===== config.mk =====
export PLATFORM = sky130hd
export DESIGN_NAME = yaw_tracking_controller_core
export DESIGN_NICKNAME = d
export VERILOG_FILES = /design/src/hw/rtl/ytc_pkg.sv /design/src/hw/rtl/ytc_cfg_regs.sv /design/src/hw/rtl/ytc_serial_mult.sv /design/src/hw/rtl/yaw_tracking_controller_core.sv
export SDC_FILE = /design/constraint.sdc
export NUM_CORES = 2
export LEC_CHECK = 0
export BUFFER_PORTS_ARGS = -buffer_cell sky130_fd_sc_hd__buf_2
export CAP_MARGIN = 25
export CORE_MARGIN = 2
export CORE_UTILIZATION = 41
export CTS_BUF_LIST = sky130_fd_sc_hd__clkbuf_8 sky130_fd_sc_hd__clkbuf_16
export DETAILED_ROUTE_END_ITERATION = 6
export PLACE_DENSITY = 0.66
export RECOVER_POWER = 50
export SETUP_SLACK_MARGIN = 0.4
export SYNTH_ARGS = -nofsm -noshare
export SYNTH_HDL_FRONTEND = slang
export SYNTH_SLANG_ARGS = --single-unit

===== constraint.sdc =====
create_clock -name clk -period 15.3 [get_ports clk]
set_input_delay 1.53 -clock clk [delete_from_list [all_inputs] [get_ports clk]]
set_output_delay 1.53 -clock clk [all_outputs]
set_load 0.01 [all_outputs]

===== src/hw/rtl/ytc_pkg.sv =====
// Shared types, field widths, register codes and reset values of the yaw tracking controller.
package ytc_pkg;

  localparam int YTC_TIME_BITS_DEF  = 48;
  localparam int YTC_PIXEL_BITS_DEF = 12;

  // Configuration register widths.
  localparam int YTC_CENTER_W  = 12;
  localparam int YTC_RATIO_W   = 16;
  localparam int YTC_GAIN_W    = 24;
  localparam int YTC_LIMIT_W   = 23;
  localparam int YTC_UPPER_W   = 15;
  localparam int YTC_LOWER_W   = 16;
  localparam int YTC_TIMEOUT_W = 32;
  localparam int YTC_SCALE_W   = 32;
  localparam int YTC_CFG_DATA_W = 32;
  localparam int YTC_CFG_IDX_W  = 3;

  // Result widths.
  localparam int YTC_RATE_W  = 24;
  localparam int YTC_ANGLE_W = 16;

  // Serial multiplier datapath.
  localparam int YTC_PROD_W  = YTC_LIMIT_W + YTC_SCALE_W;
  localparam int YTC_ACC_W   = 60;
  localparam logic [YTC_ACC_W-1:0] YTC_PROD_CAP = YTC_ACC_W'(1) << 58;

  // Angle step: rounding point, saturated step and the adder width.
  localparam int YTC_STEP_SHIFT = 40;
  localparam int YTC_DELTA_W    = 19;
  localparam int YTC_ANG_SUM_W  = 21;
  localparam int YTC_GAIN_SHIFT = 8;

  // Reset values of the configuration registers.
  localparam logic [YTC_CENTER_W-1:0]  YTC_CENTER_RST  = 12'd320;
  localparam logic [YTC_RATIO_W-1:0]   YTC_RATIO_RST   = 16'd6554;
  localparam logic [YTC_GAIN_W-1:0]    YTC_GAIN_RST    = 24'd33554;
  localparam logic [YTC_LIMIT_W-1:0]   YTC_LIMIT_RST   = 23'd65536;
  localparam logic [YTC_UPPER_W-1:0]   YTC_UPPER_RST   = 15'd23040;
  localparam logic [YTC_LOWER_W-1:0]   YTC_LOWER_RST   = 16'hA600;
  localparam logic [YTC_TIMEOUT_W-1:0] YTC_TIMEOUT_RST = 32'd500000;
  localparam logic [YTC_SCALE_W-1:0]   YTC_SCALE_RST   = 32'd246083;

  typedef enum logic [YTC_CFG_IDX_W-1:0] {
    CFG_IMAGE_CENTER   = 3'd0,
    CFG_DEADBAND_RATIO = 3'd1,
    CFG_RATE_GAIN      = 3'd2,
    CFG_RATE_LIMIT     = 3'd3,
    CFG_ANGLE_UPPER    = 3'd4,
    CFG_ANGLE_LOWER    = 3'd5,
    CFG_GOAL_TIMEOUT   = 3'd6,
    CFG_DEGREE_SCALE   = 3'd7
  } ytc_cfg_idx_t;

  typedef enum logic {
    OP_SIGHTING = 1'b0,
    OP_TICK     = 1'b1
  } ytc_op_t;

  typedef enum logic [3:0] {
    ST_IDLE,
    ST_PREP,
    ST_BAND,
    ST_GAIN,
    ST_TICK,
    ST_STEP,
    ST_PROD,
    ST_TICK_END,
    ST_OUT
  } ytc_state_t;

  typedef struct packed {
    logic [YTC_CENTER_W-1:0]        image_center;
    logic [YTC_RATIO_W-1:0]         deadband_ratio;
    logic [YTC_GAIN_W-1:0]          rate_gain;
    logic [YTC_LIMIT_W-1:0]         rate_limit;
    logic [YTC_UPPER_W-1:0]         angle_upper;
    logic signed [YTC_LOWER_W-1:0]  angle_lower;
    logic [YTC_TIMEOUT_W-1:0]       goal_timeout;
    logic [YTC_SCALE_W-1:0]         degree_scale;
  } ytc_cfg_t;

endpackage


===== src/hw/rtl/ytc_cfg_regs.sv =====
// Configuration register file with index decode and reset values.
module ytc_cfg_regs (
  input  logic                                clk,
  input  logic                                rst_n,
  input  logic                                cfg_write_en,
  input  logic [ytc_pkg::YTC_CFG_IDX_W-1:0]   cfg_index,
  input  logic [ytc_pkg::YTC_CFG_DATA_W-1:0]  cfg_data,
  output ytc_pkg::ytc_cfg_t                   cfg
);
  import ytc_pkg::*;

  ytc_cfg_t cfg_r;
  ytc_cfg_t cfg_nxt;

  always_comb begin
    cfg_nxt = cfg_r;
    if (cfg_write_en) begin
      case (ytc_cfg_idx_t'(cfg_index))
        CFG_IMAGE_CENTER:   cfg_nxt.image_center   = cfg_data[YTC_CENTER_W-1:0];
        CFG_DEADBAND_RATIO: cfg_nxt.deadband_ratio = cfg_data[YTC_RATIO_W-1:0];
        CFG_RATE_GAIN:      cfg_nxt.rate_gain      = cfg_data[YTC_GAIN_W-1:0];
        CFG_RATE_LIMIT:     cfg_nxt.rate_limit     = cfg_data[YTC_LIMIT_W-1:0];
        CFG_ANGLE_UPPER:    cfg_nxt.angle_upper    = cfg_data[YTC_UPPER_W-1:0];
        CFG_ANGLE_LOWER:    cfg_nxt.angle_lower    = $signed(cfg_data[YTC_LOWER_W-1:0]);
        CFG_GOAL_TIMEOUT:   cfg_nxt.goal_timeout   = cfg_data[YTC_TIMEOUT_W-1:0];
        CFG_DEGREE_SCALE:   cfg_nxt.degree_scale   = cfg_data[YTC_SCALE_W-1:0];
        default:            cfg_nxt = cfg_r;
      endcase
    end
  end

  always_ff @(posedge clk) begin
    if (!rst_n) begin
      cfg_r.image_center   <= YTC_CENTER_RST;
      cfg_r.deadband_ratio <= YTC_RATIO_RST;
      cfg_r.rate_gain      <= YTC_GAIN_RST;
      cfg_r.rate_limit     <= YTC_LIMIT_RST;
      cfg_r.angle_upper    <= YTC_UPPER_RST;
      cfg_r.angle_lower    <= $signed(YTC_LOWER_RST);
      cfg_r.goal_timeout   <= YTC_TIMEOUT_RST;
      cfg_r.degree_scale   <= YTC_SCALE_RST;
    end else begin
      cfg_r <= cfg_nxt;
    end
  end

  assign cfg = cfg_r;

endmodule


===== src/hw/rtl/ytc_serial_mult.sv =====
// Bit-serial shift-add multiplier with a saturation flag for oversized products.
module ytc_serial_mult #(
  parameter int MP_W  = ytc_pkg::YTC_TIME_BITS_DEF,
  parameter int LEN_W = $clog2(MP_W + 1)
) (
  input  logic                              clk,
  input  logic                              rst_n,
  input  logic                              start,
  input  logic [LEN_W-1:0]                  len,
  input  logic [ytc_pkg::YTC_PROD_W-1:0]    mcand,
  input  logic [MP_W-1:0]                   mplier,
  output logic                              busy,
  output logic [ytc_pkg::YTC_ACC_W-1:0]     acc,
  output logic                              sat
);
  import ytc_pkg::*;

  logic [LEN_W-1:0]      cnt_r,    cnt_nxt;
  logic [YTC_PROD_W-1:0] mcand_r,  mcand_nxt;
  logic [MP_W-1:0]       mplier_r, mplier_nxt;
  logic [YTC_ACC_W-1:0]  acc_r,    acc_nxt;
  logic                  sat_r,    sat_nxt;
  logic [YTC_ACC_W-1:0]  step_sum;

  // The multiplier is consumed most significant bit first, so the
  // accumulator only grows and an overflow past the cap is final.
  always_comb begin
    step_sum = {acc_r[YTC_ACC_W-2:0], 1'b0} +
               (mplier_r[MP_W-1] ? YTC_ACC_W'(mcand_r) : '0);
    cnt_nxt    = cnt_r;
    mcand_nxt  = mcand_r;
    mplier_nxt = mplier_r;
    acc_nxt    = acc_r;
    sat_nxt    = sat_r;
    if (start) begin
      cnt_nxt    = len;
      mcand_nxt  = mcand;
      mplier_nxt = mplier;
      acc_nxt    = '0;
      sat_nxt    = 1'b0;
    end else if (cnt_r != '0) begin
      cnt_nxt    = cnt_r - 1'b1;
      mplier_nxt = {mplier_r[MP_W-2:0], 1'b0};
      if (!sat_r) begin
        if (step_sum > YTC_PROD_CAP) begin
          sat_nxt = 1'b1;
        end else begin
          acc_nxt = step_sum;
        end
      end
    end
  end

  always_ff @(posedge clk) begin
    if (!rst_n) begin
      cnt_r <= '0;
    end else begin
      cnt_r <= cnt_nxt;
    end
  end

  always_ff @(posedge clk) begin
    mcand_r  <= mcand_nxt;
    mplier_r <= mplier_nxt;
    acc_r    <= acc_nxt;
    sat_r    <= sat_nxt;
  end

  assign busy = (cnt_r != '0);
  assign acc  = acc_r;
  assign sat  = sat_r;

endmodule


===== src/hw/rtl/yaw_tracking_controller_core.sv =====
// Top level of the yaw tracking controller: sequencer, state registers and result register.
//
// Yaw tracking controller. Each request is a target sighting or a control
// tick, and each produces exactly one result showing rate, angle and goal
// flag after that request. One request is worked on at a time; in_stall is
// high from acceptance until the result has been moved into the output
// register. All products go through one bit-serial shift-add multiplier
// that takes one multiplier bit per cycle, so it sets the latency. A
// sighting runs a deadband product and then, if the error lies outside
// the deadband, a gain product. A tick runs a rate-times-scale product
// and then a product with the elapsed time; the first tick after reset
// skips both. A finished result may wait in the output register under
// out_stall while the next request is accepted and processed.
// Configuration registers are written through cfg_write_en, cfg_index and
// cfg_data and should only be changed while the block is idle.
module yaw_tracking_controller_core #(
  parameter int TIME_BITS  = ytc_pkg::YTC_TIME_BITS_DEF,
  parameter int PIXEL_BITS = ytc_pkg::YTC_PIXEL_BITS_DEF
) (
  input  logic                                    clk,
  input  logic                                    rst_n,
  // Configuration port.
  input  logic                                    cfg_write_en,
  input  logic [ytc_pkg::YTC_CFG_IDX_W-1:0]       cfg_index,
  input  logic [ytc_pkg::YTC_CFG_DATA_W-1:0]      cfg_data,
  // Request channel.
  input  logic                                    in_valid,
  output logic                                    in_stall,
  input  logic                                    in_operation,
  input  logic [PIXEL_BITS-1:0]                   in_pixel_x,
  input  logic [PIXEL_BITS-1:0]                   in_box_width,
  input  logic [TIME_BITS-1:0]                    in_time_stamp,
  // Result channel.
  output logic                                    out_valid,
  input  logic                                    out_stall,
  output logic signed [ytc_pkg::YTC_RATE_W-1:0]   out_yaw_rate,
  output logic signed [ytc_pkg::YTC_ANGLE_W-1:0]  out_yaw_angle,
  output logic                                    out_goal_active
);
  import ytc_pkg::*;

  // Pixel error magnitude must hold both the pixel and the center range.
  localparam int MAG_W = (PIXEL_BITS > YTC_CENTER_W) ? PIXEL_BITS : YTC_CENTER_W;
  localparam int ERR_W = MAG_W + 1;
  localparam int LEN_W = $clog2(TIME_BITS + 1);
  localparam int ANG_EXT_W = YTC_ANG_SUM_W - YTC_ANGLE_W;

  ytc_cfg_t cfg;

  ytc_state_t state_r, state_nxt;

  // Captured request.
  logic                  op_r,  op_nxt;
  logic [PIXEL_BITS-1:0] px_r,  px_nxt;
  logic [PIXEL_BITS-1:0] bw_r,  bw_nxt;
  logic [TIME_BITS-1:0]  t_r,   t_nxt;

  // Controller state.
  logic [YTC_RATE_W-1:0]  rate_r,  rate_nxt;
  logic [YTC_ANGLE_W-1:0] angle_r, angle_nxt;
  logic                   goal_r,  goal_nxt;
  logic [TIME_BITS-1:0]   sighting_time_r, sighting_time_nxt;
  logic [TIME_BITS-1:0]   tick_time_r,     tick_time_nxt;
  logic                   tick_seen_r,     tick_seen_nxt;

  // Working values.
  logic [MAG_W-1:0]      mag_r,     mag_nxt;
  logic                  err_neg_r, err_neg_nxt;
  logic [TIME_BITS-1:0]  dt_r,      dt_nxt;
  logic [TIME_BITS-1:0]  age_r,     age_nxt;
  logic                  expire_r,  expire_nxt;

  // Result register.
  logic                   out_valid_r, out_valid_nxt;
  logic [YTC_RATE_W-1:0]  out_rate_r,  out_rate_nxt;
  logic [YTC_ANGLE_W-1:0] out_angle_r, out_angle_nxt;
  logic                   out_goal_r,  out_goal_nxt;

  // Multiplier interface.
  logic                  mul_start;
  logic [LEN_W-1:0]      mul_len;
  logic [YTC_PROD_W-1:0] mul_mcand;
  logic [TIME_BITS-1:0]  mul_mplier;
  logic                  mul_busy;
  logic [YTC_ACC_W-1:0]  mul_acc;
  logic                  mul_sat;

  // Datapath helpers.
  logic [ERR_W-1:0]         err_diff;
  logic [YTC_ACC_W-1:0]     band_lhs;
  logic [YTC_ACC_W-1:0]     gain_rnd;
  logic [YTC_ACC_W-YTC_GAIN_SHIFT-1:0] gain_v;
  logic [YTC_LIMIT_W-1:0]   rate_mag;
  logic [YTC_RATE_W-1:0]    rate_abs;
  logic                     rate_neg;
  logic                     rate_pos;
  logic [YTC_ACC_W-1:0]     step_rnd;
  logic [YTC_DELTA_W-1:0]   delta_mag;
  logic [YTC_ANG_SUM_W-1:0] ang_cur;
  logic [YTC_ANG_SUM_W-1:0] delta_ext;
  logic signed [YTC_ANG_SUM_W-1:0] ang_sum;
  logic signed [YTC_ANG_SUM_W-1:0] ang_hi;
  logic signed [YTC_ANG_SUM_W-1:0] ang_lo;

  ytc_cfg_regs u_cfg (
    .clk          (clk),
    .rst_n        (rst_n),
    .cfg_write_en (cfg_write_en),
    .cfg_index    (cfg_index),
    .cfg_data     (cfg_data),
    .cfg          (cfg)
  );

  ytc_serial_mult #(
    .MP_W  (TIME_BITS),
    .LEN_W (LEN_W)
  ) u_mult (
    .clk    (clk),
    .rst_n  (rst_n),
    .start  (mul_start),
    .len    (mul_len),
    .mcand  (mul_mcand),
    .mplier (mul_mplier),
    .busy   (mul_busy),
    .acc    (mul_acc),
    .sat    (mul_sat)
  );

  // Combinational datapath pieces used by the sequencer below.
  always_comb begin
    // Signed pixel error; its magnitude is taken in ST_PREP.
    err_diff = ERR_W'(px_r) - ERR_W'(cfg.image_center);

    // The error is outside the deadband when |err| * 2^16 exceeds the band.
    band_lhs = YTC_ACC_W'(mag_r) << 16;

    // Gain product rounded to Q8.16 and clamped to the rate limit.
    gain_rnd = mul_acc + (YTC_ACC_W'(1) << (YTC_GAIN_SHIFT - 1));
    gain_v   = gain_rnd[YTC_ACC_W-1:YTC_GAIN_SHIFT];
    if (gain_v > (YTC_ACC_W - YTC_GAIN_SHIFT)'(cfg.rate_limit)) begin
      rate_mag = cfg.rate_limit;
    end else begin
      rate_mag = gain_v[YTC_LIMIT_W-1:0];
    end

    // Current rate magnitude and sign.
    rate_neg = rate_r[YTC_RATE_W-1];
    rate_pos = !rate_neg && (rate_r != '0);
    rate_abs = rate_neg ? (~rate_r + 1'b1) : rate_r;

    // Angle step: rounded Q8.8 value, or the saturated step on overflow.
    step_rnd = mul_acc + (YTC_ACC_W'(1) << (YTC_STEP_SHIFT - 1));
    if (mul_sat) begin
      delta_mag = YTC_DELTA_W'(1) << (YTC_DELTA_W - 1);
    end else begin
      delta_mag = step_rnd[YTC_STEP_SHIFT +: YTC_DELTA_W];
    end

    ang_cur   = {{ANG_EXT_W{angle_r[YTC_ANGLE_W-1]}}, angle_r};
    delta_ext = YTC_ANG_SUM_W'(delta_mag);
    ang_sum   = rate_neg ? $signed(ang_cur - delta_ext) : $signed(ang_cur + delta_ext);
    ang_hi    = $signed(YTC_ANG_SUM_W'(cfg.angle_upper));
    ang_lo    = $signed({{(YTC_ANG_SUM_W - YTC_LOWER_W){cfg.angle_lower[YTC_LOWER_W-1]}},
                         cfg.angle_lower});
  end

  // Sequencer: next state, state updates and multiplier requests.
  always_comb begin
    state_nxt         = state_r;
    op_nxt            = op_r;
    px_nxt            = px_r;
    bw_nxt            = bw_r;
    t_nxt             = t_r;
    rate_nxt          = rate_r;
    angle_nxt         = angle_r;
    goal_nxt          = goal_r;
    sighting_time_nxt = sighting_time_r;
    tick_time_nxt     = tick_time_r;
    tick_seen_nxt     = tick_seen_r;
    mag_nxt           = mag_r;
    err_neg_nxt       = err_neg_r;
    dt_nxt            = dt_r;
    age_nxt           = age_r;
    expire_nxt        = expire_r;
    out_valid_nxt     = out_valid_r && out_stall;
    out_rate_nxt      = out_rate_r;
    out_angle_nxt     = out_angle_r;
    out_goal_nxt      = out_goal_r;
    mul_start         = 1'b0;
    mul_len           = '0;
    mul_mcand         = '0;
    mul_mplier        = '0;

    case (state_r)
      ST_IDLE: begin
        if (in_valid) begin
          op_nxt    = in_operation;
          px_nxt    = in_pixel_x;
          bw_nxt    = in_box_width;
          t_nxt     = in_time_stamp;
          state_nxt = ST_PREP;
        end
      end

      ST_PREP: begin
        if (ytc_op_t'(op_r) == OP_TICK) begin
          dt_nxt    = t_r - tick_time_r;
          age_nxt   = t_r - sighting_time_r;
          state_nxt = ST_TICK;
        end else begin
          err_neg_nxt = err_diff[ERR_W-1];
          mag_nxt     = err_diff[ERR_W-1] ? MAG_W'(~err_diff + 1'b1) : MAG_W'(err_diff);
          goal_nxt          = 1'b1;
          sighting_time_nxt = t_r;
          // Deadband width: box width times ratio.
          mul_start  = 1'b1;
          mul_len    = LEN_W'(PIXEL_BITS);
          mul_mcand  = YTC_PROD_W'(cfg.deadband_ratio);
          mul_mplier = TIME_BITS'(bw_r) << (TIME_BITS - PIXEL_BITS);
          state_nxt  = ST_BAND;
        end
      end

      ST_BAND: begin
        if (!mul_busy) begin
          if (band_lhs > mul_acc) begin
            mul_start  = 1'b1;
            mul_len    = LEN_W'(MAG_W);
            mul_mcand  = YTC_PROD_W'(cfg.rate_gain);
            mul_mplier = TIME_BITS'(mag_r) << (TIME_BITS - MAG_W);
            state_nxt  = ST_GAIN;
          end else begin
            rate_nxt  = '0;
            state_nxt = ST_OUT;
          end
        end
      end

      ST_GAIN: begin
        if (!mul_busy) begin
          // The rate turns against the error.
          if (err_neg_r) begin
            rate_nxt = YTC_RATE_W'(rate_mag);
          end else begin
            rate_nxt = ~YTC_RATE_W'(rate_mag) + 1'b1;
          end
          state_nxt = ST_OUT;
        end
      end

      ST_TICK: begin
        expire_nxt = goal_r && (age_r > TIME_BITS'(cfg.goal_timeout));
        if (tick_seen_r) begin
          mul_start  = 1'b1;
          mul_len    = LEN_W'(YTC_LIMIT_W);
          mul_mcand  = YTC_PROD_W'(cfg.degree_scale);
          mul_mplier = TIME_BITS'(rate_abs[YTC_LIMIT_W-1:0]) << (TIME_BITS - YTC_LIMIT_W);
          state_nxt  = ST_STEP;
        end else begin
          state_nxt = ST_TICK_END;
        end
      end

      ST_STEP: begin
        if (!mul_busy) begin
          // Angle step per tick times the elapsed ticks.
          mul_start  = 1'b1;
          mul_len    = LEN_W'(TIME_BITS);
          mul_mcand  = mul_acc[YTC_PROD_W-1:0];
          mul_mplier = dt_r;
          state_nxt  = ST_PROD;
        end
      end

      ST_PROD: begin
        if (!mul_busy) begin
          // The upper limit wins when both limits are crossed.
          if (ang_sum >= ang_hi) begin
            angle_nxt = YTC_ANGLE_W'(cfg.angle_upper);
            if (rate_pos) begin
              rate_nxt = '0;
            end
          end else if (ang_sum <= ang_lo) begin
            angle_nxt = cfg.angle_lower;
            if (rate_neg) begin
              rate_nxt = '0;
            end
          end else begin
            angle_nxt = ang_sum[YTC_ANGLE_W-1:0];
          end
          state_nxt = ST_TICK_END;
        end
      end

      ST_TICK_END: begin
        tick_time_nxt = t_r;
        tick_seen_nxt = 1'b1;
        if (expire_r) begin
          rate_nxt = '0;
          goal_nxt = 1'b0;
        end
        state_nxt = ST_OUT;
      end

      ST_OUT: begin
        if (!out_valid_r || !out_stall) begin
          out_valid_nxt = 1'b1;
          out_rate_nxt  = rate_r;
          out_angle_nxt = angle_r;
          out_goal_nxt  = goal_r;
          state_nxt     = ST_IDLE;
        end
      end

      default: begin
        state_nxt = ST_IDLE;
      end
    endcase
  end

  always_ff @(posedge clk) begin
    if (!rst_n) begin
      state_r         <= ST_IDLE;
      rate_r          <= '0;
      angle_r         <= '0;
      goal_r          <= 1'b0;
      sighting_time_r <= '0;
      tick_time_r     <= '0;
      tick_seen_r     <= 1'b0;
      out_valid_r     <= 1'b0;
    end else begin
      state_r         <= state_nxt;
      rate_r          <= rate_nxt;
      angle_r         <= angle_nxt;
      goal_r          <= goal_nxt;
      sighting_time_r <= sighting_time_nxt;
      tick_time_r     <= tick_time_nxt;
      tick_seen_r     <= tick_seen_nxt;
      out_valid_r     <= out_valid_nxt;
    end
  end

  always_ff @(posedge clk) begin
    op_r        <= op_nxt;
    px_r        <= px_nxt;
    bw_r        <= bw_nxt;
    t_r         <= t_nxt;
    mag_r       <= mag_nxt;
    err_neg_r   <= err_neg_nxt;
    dt_r        <= dt_nxt;
    age_r       <= age_nxt;
    expire_r    <= expire_nxt;
    out_rate_r  <= out_rate_nxt;
    out_angle_r <= out_angle_nxt;
    out_goal_r  <= out_goal_nxt;
  end

  assign in_stall        = (state_r != ST_IDLE);
  assign out_valid       = out_valid_r;
  assign out_yaw_rate    = $signed(out_rate_r);
  assign out_yaw_angle   = $signed(out_angle_r);
  assign out_goal_active = out_goal_r;

endmodule


* Word-level counts from Yosys, hierarchy flattened
Cells that the tools add are included.
** Word-level totals
- Output and inout port bits :: 43
- Bits in registers :: 707
** Cells by class
- Magnitude comparators :: 6
- Add/subtract/negate cells :: 12
- Reduce and logical (&&, ||, !) cells :: 33
- Bitwise gates (word level) :: 7
- Eq/ne operators :: 27
- Multiplexer cells :: 64
** Operators by type and width (number)
- two-way mux 48 bit :: 7
- two-way mux 24 bit :: 11
- case mux 55 bit (4 select lines) :: 1
- case mux 48 bit (4 select lines) :: 1
- two-way mux 55 bit :: 2
- case mux 24 bit (4 select lines) :: 1
- subtractor 48 bit :: 2
- two-way mux 23 bit :: 3
- adder 60 bit :: 1
- adder 60 x 8 -> 60 bit, second input constant :: 1
- greater-than comparator 28 x 60 -> 1 bit :: 1
- greater-than comparator 60 x 59 -> 1 bit, second input constant :: 1
- adder 59 x 40 -> 59 bit, second input constant :: 1
- greater-than comparator 52 x 23 -> 1 bit :: 1
- greater-than comparator 48 x 32 -> 1 bit :: 1
- two-way mux 16 bit :: 3
- two-way mux 4 bit :: 10
- case mux 4 bit (9 select lines) :: 1
- two-way mux 32 bit :: 1
- AND reduction 2 bit :: 13
- adder 24 x 1 -> 24 bit, second input constant :: 1
- inverter 23 -> 24 bit :: 1
- case mux 6 bit (4 select lines) :: 1
- nonzero test 24 bit :: 1
- other kinds (42) :: 82

* Logic depth before layout (Yosys ltp)
- Depth after elaboration :: 9
- Mapped depth :: 33

* Modules after synthesis
Synthesis repeated with hierarchy kept, for this count alone.
** Second synthesis, totals
- Cells, all modules :: 5144
- Area, all modules :: 45716.3 um^2
** Modules (own cells, without submodules)
- yaw_tracking_controller_core :: cells each 3279, sequential area each 9589.2 um^2, area each 27886.7 um^2, times used 1
- ytc_serial_mult :: cells each 1241, sequential area each 4434.3 um^2, area each 11348.4 um^2, times used 1
- ytc_cfg_regs :: cells each 624, sequential area each 3403.3 um^2, area each 6481.2 um^2, times used 1

* Worst setup path before layout
No wires, ideal clock.
- Path kind :: register to register
- From :: reg u_mult.acc_r[39], in the netlist u_mult.acc[39]
- To :: reg angle_r[2]
- Path slack :: 9.161 ns
- Stages on the path, launching flop included :: 31
- Arrival :: 6.024 ns
- Library setup time :: 0.115 ns
- Required time :: 15.185 ns
- Buffers on the path :: 3
- Cells stage by stage :: dfxtp_1 -> ha_1 -> nand3_2 -> buf_6 -> xnor2_1 -> o21ai_0 -> nor3b_1 -> nor2b_1 -> and2_1 -> clkbuf_1 -> nor2_1 -> xnor2_1 -> ha_1 -> or2_2 -> a211oi_1 -> o211a_1 -> nor2_1 -> a21o_1 -> a21oi_1 -> xor2_1 -> inv_1 -> ha_1 -> a21o_1 -> a2111oi_0 -> o21ai_0 -> o21ai_0 -> clkbuf_1 -> mux2_2 -> mux2i_1 -> o21ai_0 -> and2_1
** Between the ends
- Cells in the longest elaborated chain, start to end :: 7
- Elaborated cells between the ends (all ways) :: 9
- Classes of those cells :: 3 x add/sub; 2 x order compare; 4 x mux
** RTL lines
- start, declared :: line ytc_serial_mult.sv:21 : logic [YTC_ACC_W-1:0] acc_r, acc_nxt;
- start signal, assigned :: line ytc_serial_mult.sv:65 : acc_r <= acc_nxt;
- adder 59 x 40 -> 59 bit (*) :: line yaw_tracking_controller_core.sv:152 : step_rnd = mul_acc + (YTC_ACC_W'(1) << (YTC_STEP_SHIFT - 1));
- two-way mux 19 bit (*) :: line yaw_tracking_controller_core.sv:153 : if (mul_sat) begin
- adder 16 x 20 -> 21 bit or subtractor 16 x 20 -> 21 bit (tied branches) :: line yaw_tracking_controller_core.sv:161 : ang_sum = rate_neg ? $signed(ang_cur - delta_ext) : $signed(ang_cur + delta_ext);
- two-way mux 21 bit (*) :: line yaw_tracking_controller_core.sv:161
- <= comparator 21 x 16 -> 1 bit :: line yaw_tracking_controller_core.sv:283 : end else if (ang_sum <= ang_lo) begin
- two-way mux 16 bit :: line yaw_tracking_controller_core.sv:283
- two-way mux 16 bit (*) :: line yaw_tracking_controller_core.sv:278 : if (ang_sum >= ang_hi) begin
- end signal, assigned :: line yaw_tracking_controller_core.sv:334 : angle_r <= angle_nxt;
- end, declared :: line yaw_tracking_controller_core.sv:60 : logic [YTC_ANGLE_W-1:0] angle_r, angle_nxt;
Every way passes the cells marked *; elsewhere a longest branch is shown, timed or not.
A chain may end at the register's enable or synchronous reset.

* Worst setup path after layout
- From :: in rst_n
- To :: reg tick_time_r[29]
** RTL lines
- start, declared :: line yaw_tracking_controller_core.sv:21 : input logic rst_n,
- end signal, assigned :: line yaw_tracking_controller_core.sv:337 : tick_time_r <= tick_time_nxt;
- end, declared :: line yaw_tracking_controller_core.sv:63 : logic [TIME_BITS-1:0] tick_time_r, tick_time_nxt;
No word-level cell between the ends.

==> flow_summary.yaml <==
status:
  run_status: "complete, but fails checks"
  failed_checks: "DRC, capacitance limit, slew limit"
floorplan:
  initial_utilization_pct: 41.5
  fp.dieH_microns: 326
  std_cell_rows: 117
  dieWidth_microns: 326
  die_area_sq_um: 106000
  design.portCount: 156
  placeableCoreArea_sq_um: 102000
hold_path:
  hold-path-endpoint: "out_yaw_angle[0]$_DFFE_PP_"
  worstHoldStart: "angle_r[0]$_SDFFE_PN0P_"
  holdCritPathClass: "flip-flop to flip-flop"
  timing.hold.worst_path_depth: 0
global_route:
  grt_max_degree: 172
  grt_overflow: 0
  grt_usage_pct: 22.9
  grt_pass1_wl_mm: 194
  grt_antenna_before_repair: 1
  grt_pass1_vias: 33600
synthesis:
  synth.ff_latch_count: 707
  synth-main-ff-cell: "sky130_fd_sc_hd__dfxtp_1"
  synth_fp_nets: 5240
  post_synth_instance_area_sq_um: 42400
  avgSynthCellArea_sq_um: 8.77
  synth_sequential_area_ratio_pct: 41.1
  synth_enable_flop_cells: 327
  synthesis.instances: 4832
  post-synth-top-area-cell: "sky130_fd_sc_hd__edfxtp_1"
  synth.most_common_cell: "sky130_fd_sc_hd__nand2_1"
  ys_warn_count: 0
  synth.area.top_cells: "sky130_fd_sc_hd__edfxtp_1 23%, sky130_fd_sc_hd__dfxtp_1 18%, sky130_fd_sc_hd__ha_1 8.6%"
  area_fraction_of_the_dominant_cell_type_after_synthesis_pct: 23.2
  async_set_reset_flop_share_out_of_synthesis_pct: 0
  post_synth_cell_types: 96
  yosys-top-cells-count: "818 x sky130_fd_sc_hd__nand2_1, 478 x sky130_fd_sc_hd__a21oi_1, 380 x sky130_fd_sc_hd__dfxtp_1"
cts:
  clock_insertion_delay_worst_skew_ns: 0.65
  tritoncts.num_buffers: 81
  clock-sinks: 707
  cts.clk_slew.worst_paths_ns: 0.06
  cts.repair_timing.setup_buffer_count: 0
  cts_max_path_buffers: 3
  post_cts_hold_buffer_count: 0
  cts_resized: 0
  cts-htree-levels: 3
  cts.root.buffer_cell: "sky130_fd_sc_hd__clkbuf_16"
  tritoncts: "yes"
critical_path:
  critical_path_required_ns: 15.84
  worst_setup_end_kind: "flip-flop"
  r2r-start: "u_mult.acc[40]$_SDFFE_PP0P_"
  worst_reg2reg_endpoint: "rate_r[20]$_SDFFE_PN0P_"
  worstSetupStartpointType: "input pin"
  timing.critical_path.fanout_max: 171
  timing.critical_path.arrival_ns: 9.00
  worst-r2r-setup-slack_ns: 7.92
  ff2ff_path_depth: 29
  crit_type: "input pin to flip-flop"
  critPathLaunch: "rst_n"
cells_and_area:
  final.fill_count: 9938
  layout_cell_area_excl_fill_sq_um: 46900
  final_net_count: 5271
  diodes: 0
  layout-area-overhead-vs-synth_pct: 10.7
  layout-drive-gt1-share_pct: 7.75
sta:
  fin_tns_setup_ns: 0
  clock.fmax_mhz: 118
  grt_setup_unrepaired: "no"
  layout_worst_path_cycle_share_pct: 55.3
  slew-limit-headroom_pct: -325
  hold_violations: 0
  slew_at_the_pin_with_the_worst_max_slew_slack_ns: 6.37
  setup-violations-final: 0
  period_minus_slack_ns: 8.47
  maxSlewViolCount: 555
  fin_ws_ns: 6.83
  finalClockSkew_ns: 0.0371
run:
  max-cap-violations: 10
pwr:
  ir_worst_vdd_uv: 111
  pwr_density_cell_nw_per_um2: 187
  lkg_pwr_uw: 0.0176
drt:
  drtIter0Drc: 3195
  ant_nets: 0
  viasPerCell: 5.63
  drt-wirelength-per-cell_microns: 19.8
  post-route-drc-count: 1
  first_pass_iters: 7
  routed_wl_mm: 125
  vias_after_detailed_routing: 35400
placed_design:
  dp_hpwl_mm: 91.2
  detailed_place.area_sq_um: 44300
  place.gp.congestion: 0.979
  placement.setup.worst_slack_ns: 8.10
  port-buffer-count: 155
## worst max-delay path: stages
cell                         delay (ns)
sky130_fd_sc_hd__clkbuf_1          0.17
sky130_fd_sc_hd__clkinvlp_2        4.49
sky130_fd_sc_hd__buf_4             2.10
sky130_fd_sc_hd__a21oi_1           0.27
## metrics by stage
stage	power, uW	utilization [%]	hold WS, ns	cells
after CTS	8740	46.0	0.428	6297
after detailed placement	6680	43.3	0.414	6148
final	8750	45.9	0.428	6297
after global routing	9330	45.9	0.456	6297
after floorplan	5670	-	0.406	4832
after global placement	6630	43.3	0.411	6144
## placed cells by master (no fill, tap or decap), types with 97 or more instances in the layout
master	n
sky130_fd_sc_hd__xnor2_1	223
sky130_fd_sc_hd__nand4_1	105
sky130_fd_sc_hd__a21oi_1	477
sky130_fd_sc_hd__nand2_1	817
sky130_fd_sc_hd__dfxtp_1	380
sky130_fd_sc_hd__inv_1	341
sky130_fd_sc_hd__edfxtp_1	327
sky130_fd_sc_hd__ha_1	290
sky130_fd_sc_hd__o21ai_0	145
sky130_fd_sc_hd__nand3_1	130
sky130_fd_sc_hd__nor2_1	225
sky130_fd_sc_hd__buf_2	97
## sequential cells by signal, summed over array words and instances, names as in the netlist, 4 cells and up
name / cells
tick_time_r: 48
state_r: 4
t_r: 48
u_mult.acc: 60
px_r: 12
angle_r: 16
sighting_time_r: 48
u_mult.mcand_r: 55
u_mult.cnt_r: 6
mag_r: 12
out_yaw_angle: 16
dt_r: 48
age_r: 48
bw_r: 12
u_mult.mplier_r: 48
u_cfg.cfg: 170
out_yaw_rate: 24
rate_r: 24
## final cells by class
| cell class | instances | area, sq um | share of cell area (%) |
|---|---|---|---|
| multi-input cells | 3544 | 22700 | 48.4 |
| flip-flops and latches | 707 | 17400 | 37.2 |
| clock buffers | 90 | 2170 | 4.63 |
| well taps | 1368 | 1710 | 3.65 |
| inverters | 330 | 1240 | 2.65 |
| repair buffers | 199 | 1020 | 2.17 |
| clock inverters | 59 | 607 | 1.29 |
## where the power goes
group | switching (uW) | internal [uW] | leakage [uW]
logic | 2410 | 1530 | 0.0100
registers | 318 | 2470 | 0.00619
clock network | 807 | 1220 | 0.00142
total | 3530 | 5220 | 0.0176
## routing by layer
metal / up-vias / wire, microns / part of all wire, % / track usage, %
li1: 17300 / - / - / -
met1: 16700 / 55900 / 45 / 31.5
met2: 1232 / 56300 / 45 / 37.0
met3: 226 / 8430 / 6.7 / 2.94
met4: 0 / 4290 / 3.4 / 8.23
met5: - / 0 / 0 / 0
## cells by family (layout without fill, tap and decap cells)
kind of cell | Yosys count | after routing | share of synthesized area, %
adders and majority gates | 295 | 295 | 8.80
buffers and inverters | 581 | 678 | 5.41
muxes | 46 | 46 | 1.14
DFF | 707 | 707 | 41.1
AOI/OAI and AO/OA | 1200 | 1200 | 18.6
and+or+nand+nor | 1707 | 1707 | 18.8
xor gates and xnor gates | 296 | 296 | 6.12
## worst max-delay path by stage
stage,endpoint,slack [ns],cells after the start
after floorplan,angle_r[2]$_SDFFE_PN0P_,9.16,30
after global placement,rate_r[20]$_SDFFE_PN0P_,8.10,29
after detailed placement,rate_r[20]$_SDFFE_PN0P_,8.10,28
after CTS,rate_r[20]$_SDFFE_PN0P_,8.01,29
after global routing,sighting_time_r[24]$_SDFFE_PN0P_,6.24,4
final,tick_time_r[29]$_SDFFE_PN0N_,6.83,4
Power figures use the tool's default switching activity.
